### src/design/ogr_pkg.sv
// ----------------------------------------------------------------------------
// ogr_pkg
// Shared types and constants for the outlined glyph row rasterizer.
// ----------------------------------------------------------------------------
package ogr_pkg;

  localparam int MAX_GLYPH_WIDTH  = 15;
  localparam int MAX_GLYPH_HEIGHT = 32;

  localparam logic [31:0] OUTLINE_BLACK     = 32'hff00_0000;
  localparam logic [5:0]  FONT_HEIGHT_RESET = 6'd8;
  localparam logic [5:0]  HEIGHT_CAP        = 6'(MAX_GLYPH_HEIGHT);

  typedef enum logic [2:0] {
    SEQ_IDLE,
    SEQ_YROW,
    SEQ_SCAN,
    SEQ_YBOT,
    SEQ_BOTTOM,
    SEQ_FLUSH
  } seq_state_t;

  // sub-step within one column of the scan
  typedef enum logic [1:0] {
    SLOT_LEFT,
    SLOT_MID,
    SLOT_RIGHT
  } slot_t;

  typedef struct packed {
    logic [11:0] a;
    logic [11:0] b;
  } alu_op_t;

  // sequencer -> output stage
  typedef struct packed {
    logic        emit;
    logic        flush;
    logic [11:0] x;
    logic [10:0] y;
    logic [31:0] color;
  } pix_req_t;

  // output stage -> sequencer
  typedef struct packed {
    logic stall;
    logic flush_done;
  } pix_stat_t;

endpackage

### src/design/ogr_in_if.sv
// ----------------------------------------------------------------------------
// ogr_in_if
// Glyph row channel: one word per bitmap row.
// ----------------------------------------------------------------------------
interface ogr_in_if;
  logic        valid;
  logic        ready;
  logic [10:0] origin_x;
  logic [10:0] origin_y;
  logic [4:0]  row_index;
  logic [3:0]  glyph_width;
  logic [15:0] row_bits;
  logic [15:0] above_bits;
  logic [15:0] below_bits;
  logic [31:0] text_color;

  modport source (
    output valid, origin_x, origin_y, row_index, glyph_width,
           row_bits, above_bits, below_bits, text_color,
    input  ready
  );
  modport sink (
    input  valid, origin_x, origin_y, row_index, glyph_width,
           row_bits, above_bits, below_bits, text_color,
    output ready
  );
endinterface

### src/design/ogr_out_if.sv
// ----------------------------------------------------------------------------
// ogr_out_if
// Pixel write channel: one word per pixel.
// ----------------------------------------------------------------------------
interface ogr_out_if;
  logic               valid;
  logic               ready;
  logic signed [11:0] pixel_x;
  logic [10:0]        pixel_y;
  logic [31:0]        pixel_color;
  logic               last;

  modport source (
    output valid, pixel_x, pixel_y, pixel_color, last,
    input  ready
  );
  modport sink (
    input  valid, pixel_x, pixel_y, pixel_color, last,
    output ready
  );
endinterface

### src/design/ogr_cfg_if.sv
// ----------------------------------------------------------------------------
// ogr_cfg_if
// Configuration write channel for the font height register.
// ----------------------------------------------------------------------------
interface ogr_cfg_if;
  logic       valid;
  logic       ready;
  logic [5:0] font_height;

  modport source (output valid, font_height, input ready);
  modport sink (input valid, font_height, output ready);
endinterface

### src/design/ogr_coord_alu.sv
// ----------------------------------------------------------------------------
// ogr_coord_alu
// Shared 12-bit coordinate adder, used for row and column positions.
// ----------------------------------------------------------------------------
module ogr_coord_alu (
  input  ogr_pkg::alu_op_t op,
  output logic [11:0]      sum
);
  import ogr_pkg::*;

  assign sum = op.a + op.b;

endmodule

### src/design/ogr_seq.sv
// ----------------------------------------------------------------------------
// ogr_seq
// Column sequencer: one slot per cycle unless stalled; requests pixel words.
// ----------------------------------------------------------------------------
module ogr_seq (
  input  logic                clk,
  input  logic                rst,
  input  logic                in_valid,
  output logic                in_ready,
  input  logic [10:0]         origin_x,
  input  logic [10:0]         origin_y,
  input  logic [4:0]          row_index,
  input  logic [3:0]          glyph_width,
  input  logic [15:0]         row_bits,
  input  logic [15:0]         above_bits,
  input  logic [15:0]         below_bits,
  input  logic [31:0]         text_color,
  input  logic [5:0]          font_height,
  output ogr_pkg::alu_op_t    alu_op,
  input  logic [11:0]         alu_sum,
  output ogr_pkg::pix_req_t   req,
  input  ogr_pkg::pix_stat_t  stat
);
  import ogr_pkg::*;

  seq_state_t  state, state_next;
  slot_t       slot;
  logic [10:0] ox, oy, y_pix;
  logic [4:0]  row;
  logic [3:0]  w, col_s, col_j;
  logic [15:0] cur, above, below;
  logic [31:0] color;
  logic [5:0]  h;
  logic        is_last, inner;

  logic [16:0] cur_ext;
  logic        bit_set, bit_nb, bit_ab;
  logic [5:0]  row_p1;
  logic        row_skip, row_is_last;
  logic [11:0] j12;
  logic        col_end;

  assign cur_ext     = {1'b0, cur};
  assign bit_set     = cur_ext[{1'b0, col_s}];
  assign bit_nb      = cur_ext[5'(col_s) + 5'd1];
  assign bit_ab      = above[col_s] | below[col_s];
  assign row_p1      = {1'b0, row} + 6'd1;
  assign row_is_last = (row_p1 == h);
  assign row_skip    = ({1'b0, row} >= h) || (w == 4'd0);
  assign j12         = {8'd0, col_j};
  assign col_end     = (col_s == 4'd1);

  // next state
  always_comb begin
    state_next = state;
    case (state)
      SEQ_IDLE:   if (in_valid) state_next = SEQ_YROW;
      SEQ_YROW:   state_next = row_skip ? SEQ_FLUSH : SEQ_SCAN;
      SEQ_SCAN: begin
        if (!stat.stall && slot == SLOT_RIGHT && col_end)
          state_next = is_last ? SEQ_YBOT : SEQ_FLUSH;
      end
      SEQ_YBOT:   state_next = SEQ_BOTTOM;
      SEQ_BOTTOM: if (!stat.stall && col_end) state_next = SEQ_FLUSH;
      SEQ_FLUSH:  if (stat.flush_done) state_next = SEQ_IDLE;
      default:    state_next = SEQ_IDLE;
    endcase
  end

  // outputs
  always_comb begin
    in_ready  = 1'b0;
    alu_op.a  = {1'b0, ox};
    alu_op.b  = j12;
    req.emit  = 1'b0;
    req.flush = 1'b0;
    req.x     = alu_sum;
    req.y     = y_pix;
    req.color = OUTLINE_BLACK;
    case (state)
      SEQ_IDLE: in_ready = 1'b1;
      SEQ_YROW: begin
        alu_op.a = {1'b0, oy};
        alu_op.b = {7'd0, row};
      end
      SEQ_SCAN: begin
        case (slot)
          SLOT_LEFT: begin
            alu_op.b = j12 - 12'd1;
            req.emit = bit_set && (col_j == 4'd0 || !bit_nb);
          end
          SLOT_MID: begin
            req.emit = bit_set || (inner && bit_ab);
            if (bit_set) req.color = color;
          end
          SLOT_RIGHT: begin
            alu_op.b = j12 + 12'd1;
            req.emit = bit_set;
          end
          default: req.emit = 1'b0;
        endcase
      end
      SEQ_YBOT: begin
        alu_op.a = {1'b0, oy};
        alu_op.b = {6'd0, h};
      end
      SEQ_BOTTOM: req.emit = bit_set;
      SEQ_FLUSH:  req.flush = 1'b1;
      default:    req.emit = 1'b0;
    endcase
  end

  always_ff @(posedge clk) begin
    if (rst) begin
      state <= SEQ_IDLE;
    end else begin
      state <= state_next;
    end
  end

  always_ff @(posedge clk) begin
    case (state)
      SEQ_IDLE: begin
        if (in_valid) begin
          ox    <= origin_x;
          oy    <= origin_y;
          row   <= row_index;
          w     <= glyph_width;
          cur   <= row_bits;
          above <= above_bits;
          below <= below_bits;
          color <= text_color;
          h     <= (font_height > HEIGHT_CAP) ? HEIGHT_CAP : font_height;
        end
      end
      SEQ_YROW: begin
        y_pix   <= alu_sum[10:0];
        is_last <= row_is_last;
        inner   <= (row != 5'd0) && !row_is_last;
        col_s   <= w;
        col_j   <= 4'd0;
        slot    <= SLOT_LEFT;
      end
      SEQ_SCAN: begin
        if (!stat.stall) begin
          case (slot)
            SLOT_LEFT: slot <= SLOT_MID;
            SLOT_MID:  slot <= SLOT_RIGHT;
            default: begin
              slot  <= SLOT_LEFT;
              col_s <= col_s - 4'd1;
              col_j <= col_j + 4'd1;
            end
          endcase
        end
      end
      SEQ_YBOT: begin
        y_pix <= alu_sum[10:0];
        col_s <= w;
        col_j <= 4'd0;
      end
      SEQ_BOTTOM: begin
        if (!stat.stall) begin
          col_s <= col_s - 4'd1;
          col_j <= col_j + 4'd1;
        end
      end
      default: ;
    endcase
  end

endmodule

### src/design/ogr_out_stage.sv
// ----------------------------------------------------------------------------
// ogr_out_stage
// Pending word plus output register; the pending word learns its last flag
// from whether another request follows before the flush.
// ----------------------------------------------------------------------------
module ogr_out_stage (
  input  logic                clk,
  input  logic                rst,
  input  ogr_pkg::pix_req_t   req,
  output ogr_pkg::pix_stat_t  stat,
  output logic                out_valid,
  input  logic                out_ready,
  output logic signed [11:0]  pixel_x,
  output logic [10:0]         pixel_y,
  output logic [31:0]         pixel_color,
  output logic                last
);
  import ogr_pkg::*;

  logic        pend_valid;
  logic [11:0] pend_x;
  logic [10:0] pend_y;
  logic [31:0] pend_color;
  logic        out_load;
  logic        take_new, push_mid, push_last;

  assign out_load  = !out_valid || out_ready;
  assign stat.stall      = req.emit && pend_valid && !out_load;
  assign stat.flush_done = req.flush && (!pend_valid || out_load);
  assign take_new  = req.emit && !stat.stall;
  assign push_mid  = take_new && pend_valid;
  assign push_last = req.flush && pend_valid && out_load;

  always_ff @(posedge clk) begin
    if (rst) begin
      pend_valid <= 1'b0;
      out_valid  <= 1'b0;
    end else begin
      if (out_ready) out_valid <= 1'b0;
      if (push_mid || push_last) out_valid <= 1'b1;
      if (take_new) pend_valid <= 1'b1;
      else if (push_last) pend_valid <= 1'b0;
    end
  end

  always_ff @(posedge clk) begin
    if (take_new) begin
      pend_x     <= req.x;
      pend_y     <= req.y;
      pend_color <= req.color;
    end
    if (push_mid || push_last) begin
      pixel_x     <= pend_x;
      pixel_y     <= pend_y;
      pixel_color <= pend_color;
      last        <= push_last;
    end
  end

endmodule

### src/design/outlined_glyph_row_raster.sv
// ----------------------------------------------------------------------------
// outlined_glyph_row_raster
// Rasterizes one bitmap glyph row with a black outline into pixel writes.
// ----------------------------------------------------------------------------
// The first pixel word reaches the port through the pending word and the output
//   register, moved up by the next request or by the flush.
// Throughput: one column slot per cycle through one adder, while no output
//   stall holds the sequencer; the last row also scans the bottom outline row.
// Output stalls hold the sequencer; the row port is ready only when idle.
// Reset (rst, synchronous): sequencer idle, no words held, font_height = 8.
module outlined_glyph_row_raster (
  input  logic       clk,
  input  logic       rst,
  ogr_cfg_if.sink    cfg,
  ogr_in_if.sink     glyph_in,
  ogr_out_if.source  pixel_out
);
  import ogr_pkg::*;

  logic [5:0] font_height;
  alu_op_t    alu_op;
  logic [11:0] alu_sum;
  pix_req_t   req;
  pix_stat_t  stat;

  assign cfg.ready = 1'b1;

  always_ff @(posedge clk) begin
    if (rst) begin
      font_height <= FONT_HEIGHT_RESET;
    end else if (cfg.valid) begin
      font_height <= cfg.font_height;
    end
  end

  ogr_coord_alu u_alu (
    .op  (alu_op),
    .sum (alu_sum)
  );

  ogr_seq u_seq (
    .clk         (clk),
    .rst         (rst),
    .in_valid    (glyph_in.valid),
    .in_ready    (glyph_in.ready),
    .origin_x    (glyph_in.origin_x),
    .origin_y    (glyph_in.origin_y),
    .row_index   (glyph_in.row_index),
    .glyph_width (glyph_in.glyph_width),
    .row_bits    (glyph_in.row_bits),
    .above_bits  (glyph_in.above_bits),
    .below_bits  (glyph_in.below_bits),
    .text_color  (glyph_in.text_color),
    .font_height (font_height),
    .alu_op      (alu_op),
    .alu_sum     (alu_sum),
    .req         (req),
    .stat        (stat)
  );

  ogr_out_stage u_out (
    .clk         (clk),
    .rst         (rst),
    .req         (req),
    .stat        (stat),
    .out_valid   (pixel_out.valid),
    .out_ready   (pixel_out.ready),
    .pixel_x     (pixel_out.pixel_x),
    .pixel_y     (pixel_out.pixel_y),
    .pixel_color (pixel_out.pixel_color),
    .last        (pixel_out.last)
  );

endmodule

### src/flat_wrapper.sv
// flat-port wrapper written by rule: the top's interface ports become plain ports
module outlined_glyph_row_raster_flat import ogr_pkg::*;
  (clk, rst, cfg_valid, cfg_font_height, cfg_ready, glyph_in_valid, glyph_in_origin_x, glyph_in_origin_y, glyph_in_row_index, glyph_in_glyph_width, glyph_in_row_bits, glyph_in_above_bits, glyph_in_below_bits, glyph_in_text_color, glyph_in_ready, pixel_out_valid, pixel_out_pixel_x, pixel_out_pixel_y, pixel_out_pixel_color, pixel_out_last, pixel_out_ready);
  ogr_cfg_if cfg_i ();
  ogr_in_if glyph_in_i ();
  ogr_out_if pixel_out_i ();
  input  logic clk;
  input  logic rst;
  input wire logic [$bits(cfg_i.valid)-1:0] cfg_valid;
  input wire logic [$bits(cfg_i.font_height)-1:0] cfg_font_height;
  output wire logic [$bits(cfg_i.ready)-1:0] cfg_ready;
  input wire logic [$bits(glyph_in_i.valid)-1:0] glyph_in_valid;
  input wire logic [$bits(glyph_in_i.origin_x)-1:0] glyph_in_origin_x;
  input wire logic [$bits(glyph_in_i.origin_y)-1:0] glyph_in_origin_y;
  input wire logic [$bits(glyph_in_i.row_index)-1:0] glyph_in_row_index;
  input wire logic [$bits(glyph_in_i.glyph_width)-1:0] glyph_in_glyph_width;
  input wire logic [$bits(glyph_in_i.row_bits)-1:0] glyph_in_row_bits;
  input wire logic [$bits(glyph_in_i.above_bits)-1:0] glyph_in_above_bits;
  input wire logic [$bits(glyph_in_i.below_bits)-1:0] glyph_in_below_bits;
  input wire logic [$bits(glyph_in_i.text_color)-1:0] glyph_in_text_color;
  output wire logic [$bits(glyph_in_i.ready)-1:0] glyph_in_ready;
  output wire logic [$bits(pixel_out_i.valid)-1:0] pixel_out_valid;
  output wire logic [$bits(pixel_out_i.pixel_x)-1:0] pixel_out_pixel_x;
  output wire logic [$bits(pixel_out_i.pixel_y)-1:0] pixel_out_pixel_y;
  output wire logic [$bits(pixel_out_i.pixel_color)-1:0] pixel_out_pixel_color;
  output wire logic [$bits(pixel_out_i.last)-1:0] pixel_out_last;
  input wire logic [$bits(pixel_out_i.ready)-1:0] pixel_out_ready;
  assign cfg_i.valid = cfg_valid;
  assign cfg_i.font_height = cfg_font_height;
  assign cfg_ready = cfg_i.ready;
  assign glyph_in_i.valid = glyph_in_valid;
  assign glyph_in_i.origin_x = glyph_in_origin_x;
  assign glyph_in_i.origin_y = glyph_in_origin_y;
  assign glyph_in_i.row_index = glyph_in_row_index;
  assign glyph_in_i.glyph_width = glyph_in_glyph_width;
  assign glyph_in_i.row_bits = glyph_in_row_bits;
  assign glyph_in_i.above_bits = glyph_in_above_bits;
  assign glyph_in_i.below_bits = glyph_in_below_bits;
  assign glyph_in_i.text_color = glyph_in_text_color;
  assign glyph_in_ready = glyph_in_i.ready;
  assign pixel_out_valid = pixel_out_i.valid;
  assign pixel_out_pixel_x = pixel_out_i.pixel_x;
  assign pixel_out_pixel_y = pixel_out_i.pixel_y;
  assign pixel_out_pixel_color = pixel_out_i.pixel_color;
  assign pixel_out_last = pixel_out_i.last;
  assign pixel_out_i.ready = pixel_out_ready;
  outlined_glyph_row_raster u_core (.clk(clk), .rst(rst), .cfg(cfg_i), .glyph_in(glyph_in_i), .pixel_out(pixel_out_i));
endmodule
### config.mk
export PLATFORM = sky130hd
export DESIGN_NAME = outlined_glyph_row_raster_flat
export DESIGN_NICKNAME = d
export VERILOG_FILES = /design/src/design/ogr_pkg.sv /design/src/design/ogr_in_if.sv /design/src/design/ogr_out_if.sv /design/src/design/ogr_cfg_if.sv /design/src/design/ogr_coord_alu.sv /design/src/design/ogr_seq.sv /design/src/design/ogr_out_stage.sv /design/src/design/outlined_glyph_row_raster.sv /design/src/flat_wrapper.sv
export SDC_FILE = /design/constraint.sdc
export NUM_CORES = 1
export LEC_CHECK = 0
export ABC_AREA = 1
export BUFFER_PORTS_ARGS = -buffer_cell sky130_fd_sc_hd__buf_2
export CORE_MARGIN = 1
export CORE_UTILIZATION = 50
export DETAILED_ROUTE_END_ITERATION = 10
export PLACE_DENSITY_LB_ADDON = 0.1
export SYNTH_ARGS = -nofsm -noshare
export SYNTH_HDL_FRONTEND = slang
export SYNTH_SLANG_ARGS = --single-unit
### constraint.sdc
create_clock -name clk -period 11.6 [get_ports clk]
set_input_delay 1.74 -clock clk [delete_from_list [all_inputs] [get_ports clk]]
set_output_delay 1.74 -clock clk [all_outputs]
set_load 0.01 [all_outputs]
==> results by group <==
Outcome
  • Status: complete, no violations

Worst setup path
  • Reg2Reg Depth: 18
  • Critical Path RT: 11.74 ns
  • Setup crit start kind: register
  • CP max FO: 56
  • Critical path's most frequent cell: nand2_1
  • CP bufs+invs: 6
  • Flop2flop setup slack: between 7 and 8 ns
  • Kind of critical path: reg2reg
  • Slowest stage delay, CP: 1.11 ns
  • Setup crit end kind: register
  • Delay-heaviest family, CP: buffers and inverters
  • RR Endpoint: u_core.u_out.pixel_color[16]
  • CP cell instances: inv_4 -> ha_1 -> inv_1 -> nand3_1 -> nand3_1 -> nand3_1 -> nand2_1 -> nand2_1 -> nand2_1 -> nand2_1 -> nand2_1 -> nand2_2 -> nand2_1 -> inv_2 -> buf_4 -> a21oi_1 -> inv_2 -> buf_4
  • CP arrival: about 4.6 ns
  • Crit-path slowest cell: edfxtp_1
  • Reg2Reg Launch Point: u_core.u_seq.col_s[0]

Synth
  • Synth Register Bits: 262
  • Seq/Total Area, Yosys: approximately three quarters
  • Top-area cell type share of the netlist area: a little over 70%
  • Syn_area_per_cell: 13.0 sq um
  • Yosys cell types: 40
  • Syn. warnings: 0
  • Mapped Area: approximately 10000 sq um
  • Async S/R FF share, synth: 0%
  • Syn Nets: 954
  • EDFF count, synth: 251
  • Dominant synthesized flop cell: edfxtp_1
  • Synth top area cells: edfxtp_1 72%, nand2_1 4.9%, inv_1 4.0%, ha_1 2.9%, nor2_1 2.7%
  • Synthesized instance count: between 800 and 900
  • Cell accounting for the most synthesized area: edfxtp_1

Die
  • Die area: roughly 22000 sq um
  • Row count: 52
  • Core Region: around 20000 sq um
  • Die Y: about 150 microns
  • I/O pin cnt: between 150 and 200
  • Width of the chip: around 150 microns
  • Initial core utilization: 51.4%

Final layout
  • Share of layout cells above drive strength 1: between 20% and 30%
  • Area taken by flip-flops and latches: between 7000 and 8000 sq um
  • Multi-input logic area: around 2200 sq um
  • Antenna Cells: 0
  • Fin cells: between 1000 and 1500
  • Final #Nets: between 1000 and 1500
  • Area delta synth->final: 19.5%
  • Commonest non-fill, non-tap cell in the layout: edfxtp_1
  • Fillers: about 1700
  • Most frequent cells in the layout: 251 x edfxtp_1, 179 x buf_2, 137 x nand2_1

STA
  • Worst Skew: 0.00881 ns
  • Slew Viols, Final: 0
  • Hold Vio Cnt, Final: 0
  • Worst slew pin tran: ~1.1 ns
  • Crit path time final: around 4.5 ns
  • Max_slew headroom: about a quarter
  • RSZ-0062 raised after global routing: no
  • Slack of the critical path: roughly 7 ns
  • Max Fclk: between 200 and 250 MHz
  • Setup-failing EPs final: 0
  • Fin crit share: approximately two fifths
  • Total Neg Setup Slack: 0 ns
  • Worst hold margin: around 0.42 ns

Clock tree
  • Clock transition at path regs: approximately 0.060 ns
  • CTS tree: yes
  • Sink Count: 262
  • Hold-fix buffers, CTS: 0
  • CTS root buffer: clkbuf_16
  • Worst-skew pair later-pin latency: around 0.5 ns
  • H-Tree Depth: 1
  • Number of gates resized after CTS: 0
  • Maximum root-to-sink buffer count: 3
  • CTS buffer count: 26
  • Total setup buffers inserted after CTS: 0

Place
  • Gpl congestion: 0.861
  • DP Worst Slack: ~7.0 ns
  • Port Buf Inserts: roughly 180
  • DP Cell Count: 1243
  • Post-DP HPWL: between 10000 and 15000 microns

Hold path
  • Hold Path Class: reg2reg
  • Worst Hold End: u_core.u_out.pixel_color[19]
  • Hold_sp: u_core.u_out.pend_color[19]
  • Cell depth of the worst hold path: 0

Drt
  • DRT antenna net count: 0
  • Initial DRC count: 346
  • WL final: 18300 microns
  • Via count: between 6000 and 7000
  • Post-route DRC violation count: 0
  • Pre-antenna DRT Iters: 5
  • Vias per Instance: 4.81
  • Routed length per instance: approximately 14 microns

Pwr
  • Leak: 5.16 nW
  • VDD IR max: between 0.1 and 0.15 mV
  • Sw frac: between 30% and 40%
  • Pint: 2.15 mW
  • Pwr Density: around 250 nW/um^2
  • Combinational Power Share: around a quarter
  • Clock power frac: 27.2%
  • Switching Power: roughly 0.95 mW
  • Flop pwr share: 48.2%
  • Power Total: 3.10 mW

Global routing
  • GRT Overall Usage: between 10% and 20%
  • Antenna violations before repair: 0
  • Vias in the first global route: between 5000 and 6000
  • First-pass GRT wire length: ~30000 microns
  • Pin count of the biggest net entering global routing: 72
  • Grt ovf: 0

Flow run
  • Max-Cap Viols: 0
## area by class of cell
| class | instances | share of cell area (%) |
|---|---|---|
| clock inverter | 15 | 1.47 |
| inverter | 113 | 3.40 |
| multi-input combinational | 414 | 17.6 |
| clock buffer | 32 | 5.54 |
| tap | 270 | 2.69 |
| timing repair buffer | 184 | 7.44 |
| sequential | 262 | 61.9 |
## routing by layer
| layer | global-route usage [%] | wire length (microns) | up-vias |
|---|---|---|---|
| met5 | 0 | 0 | - |
| met4 | 4.32 | 208 | 0 |
| met3 | 3.07 | 1070 | 18 |
| met2 | 29.0 | 8870 | 181 |
| met1 | 23.2 | 8130 | 2869 |
| li1 | - | - | 3136 |
## cell usage after synthesis (all sizes together), types with 3 or more instances
master and number:
nand4 4, buf 8, inv 113, or2 9
nor3 3, clkbuf 10, xnor2 7, edfxtp 251
a21oi 35, ha 24, nand3b 4, o21ai 38
xor2 18, nand2 142, nor2 77, dfxtp 11
nand3 34
## sequential cells by signal, indices dropped and copies added (netlist names), 2 cells and up
| name | count |
|---|---|
| u_core.u_out.pixel_x | 12 |
| u_core.u_seq.slot | 2 |
| u_core.u_seq.below | 16 |
| u_core.u_seq.color | 32 |
| u_core.u_out.pend_y | 11 |
| u_core.u_out.pixel_y | 11 |
| u_core.u_out.pend_x | 12 |
| u_core.u_seq.y_pix | 11 |
| u_core.font_height | 6 |
| u_core.u_seq.col_s | 4 |
| u_core.u_seq.above | 16 |
| u_core.u_seq.h | 6 |
| u_core.u_seq.w | 4 |
| u_core.u_seq.row | 5 |
| u_core.u_seq.ox | 11 |
| u_core.u_out.pixel_color | 32 |
| u_core.u_seq.col_j | 4 |
| u_core.u_seq.oy | 11 |
| u_core.u_out.pend_color | 32 |
| u_core.u_seq.cur | 16 |
| u_core.u_seq.state | 3 |
## stage by stage
stage / area [sq um] / util, %
6_report: 12500 / 61.4
5_1_grt: 12500 / 61.4
4_1_cts: 12500 / 61.4
3_5_place_dp: 11700 / 57.1
3_3_place_gp: 11700 / 57.1
2_1_floorplan: 10500 / -
## worst register-to-register path: stages (launching register included)
cell and delay [ns]:
edfxtp_1 1.11, inv_4 0.24, ha_1 0.48, inv_1 0.10, nand3_1 0.09, nand3_1 0.07, nand3_1 0.08, nand2_1 0.07
nand2_1 0.06, nand2_1 0.04, nand2_1 0.05, nand2_1 0.06, nand2_2 0.08, nand2_1 0.09, inv_2 0.05, buf_4 0.57
a21oi_1 0.23, inv_2 0.08, buf_4 0.55
## power by group through the flow
stage	registers [mW]	logic [mW]	clock network (mW)
after floorplan	1.48	0.602	0
after global placement	1.51	0.753	0
after detailed placement	1.52	0.766	0
after CTS	1.50	0.770	0.865
after global routing	1.52	0.875	0.902
final	1.49	0.762	0.844
## worst max-delay path by stage
stage                           from                           end  depth (start not counted)
2_1_floorplan         glyph_in_valid         u_core.u_seq.above[0]                          2
3_3_place_gp   u_core.u_seq.col_s[0]  u_core.u_out.pixel_color[11]                         18
3_5_place_dp   u_core.u_seq.col_s[0]       u_core.u_out.pixel_x[7]                         18
4_1_cts        u_core.u_seq.col_s[0]       u_core.u_out.pixel_x[7]                         18
5_1_grt        u_core.u_seq.col_s[0]       u_core.u_out.pixel_x[4]                         18
6_report       u_core.u_seq.col_s[0]  u_core.u_out.pixel_color[16]                         18
## logic make-up (layout without fill, tap and decap cells)
family	after synthesis	count (layout)	share of synthesized area [%]
xor gates and xnor gates	25	25	2.09
and+or+nand+nor	277	277	11.2
DFF	262	262	73.9
AOI/OAI and AO/OA	86	86	4.52
adders and majority gates	25	25	3.05
buffers and inverters	131	344	5.15
other	1	1	0.0357
Note: power is estimated with default switching activity, not from simulation.
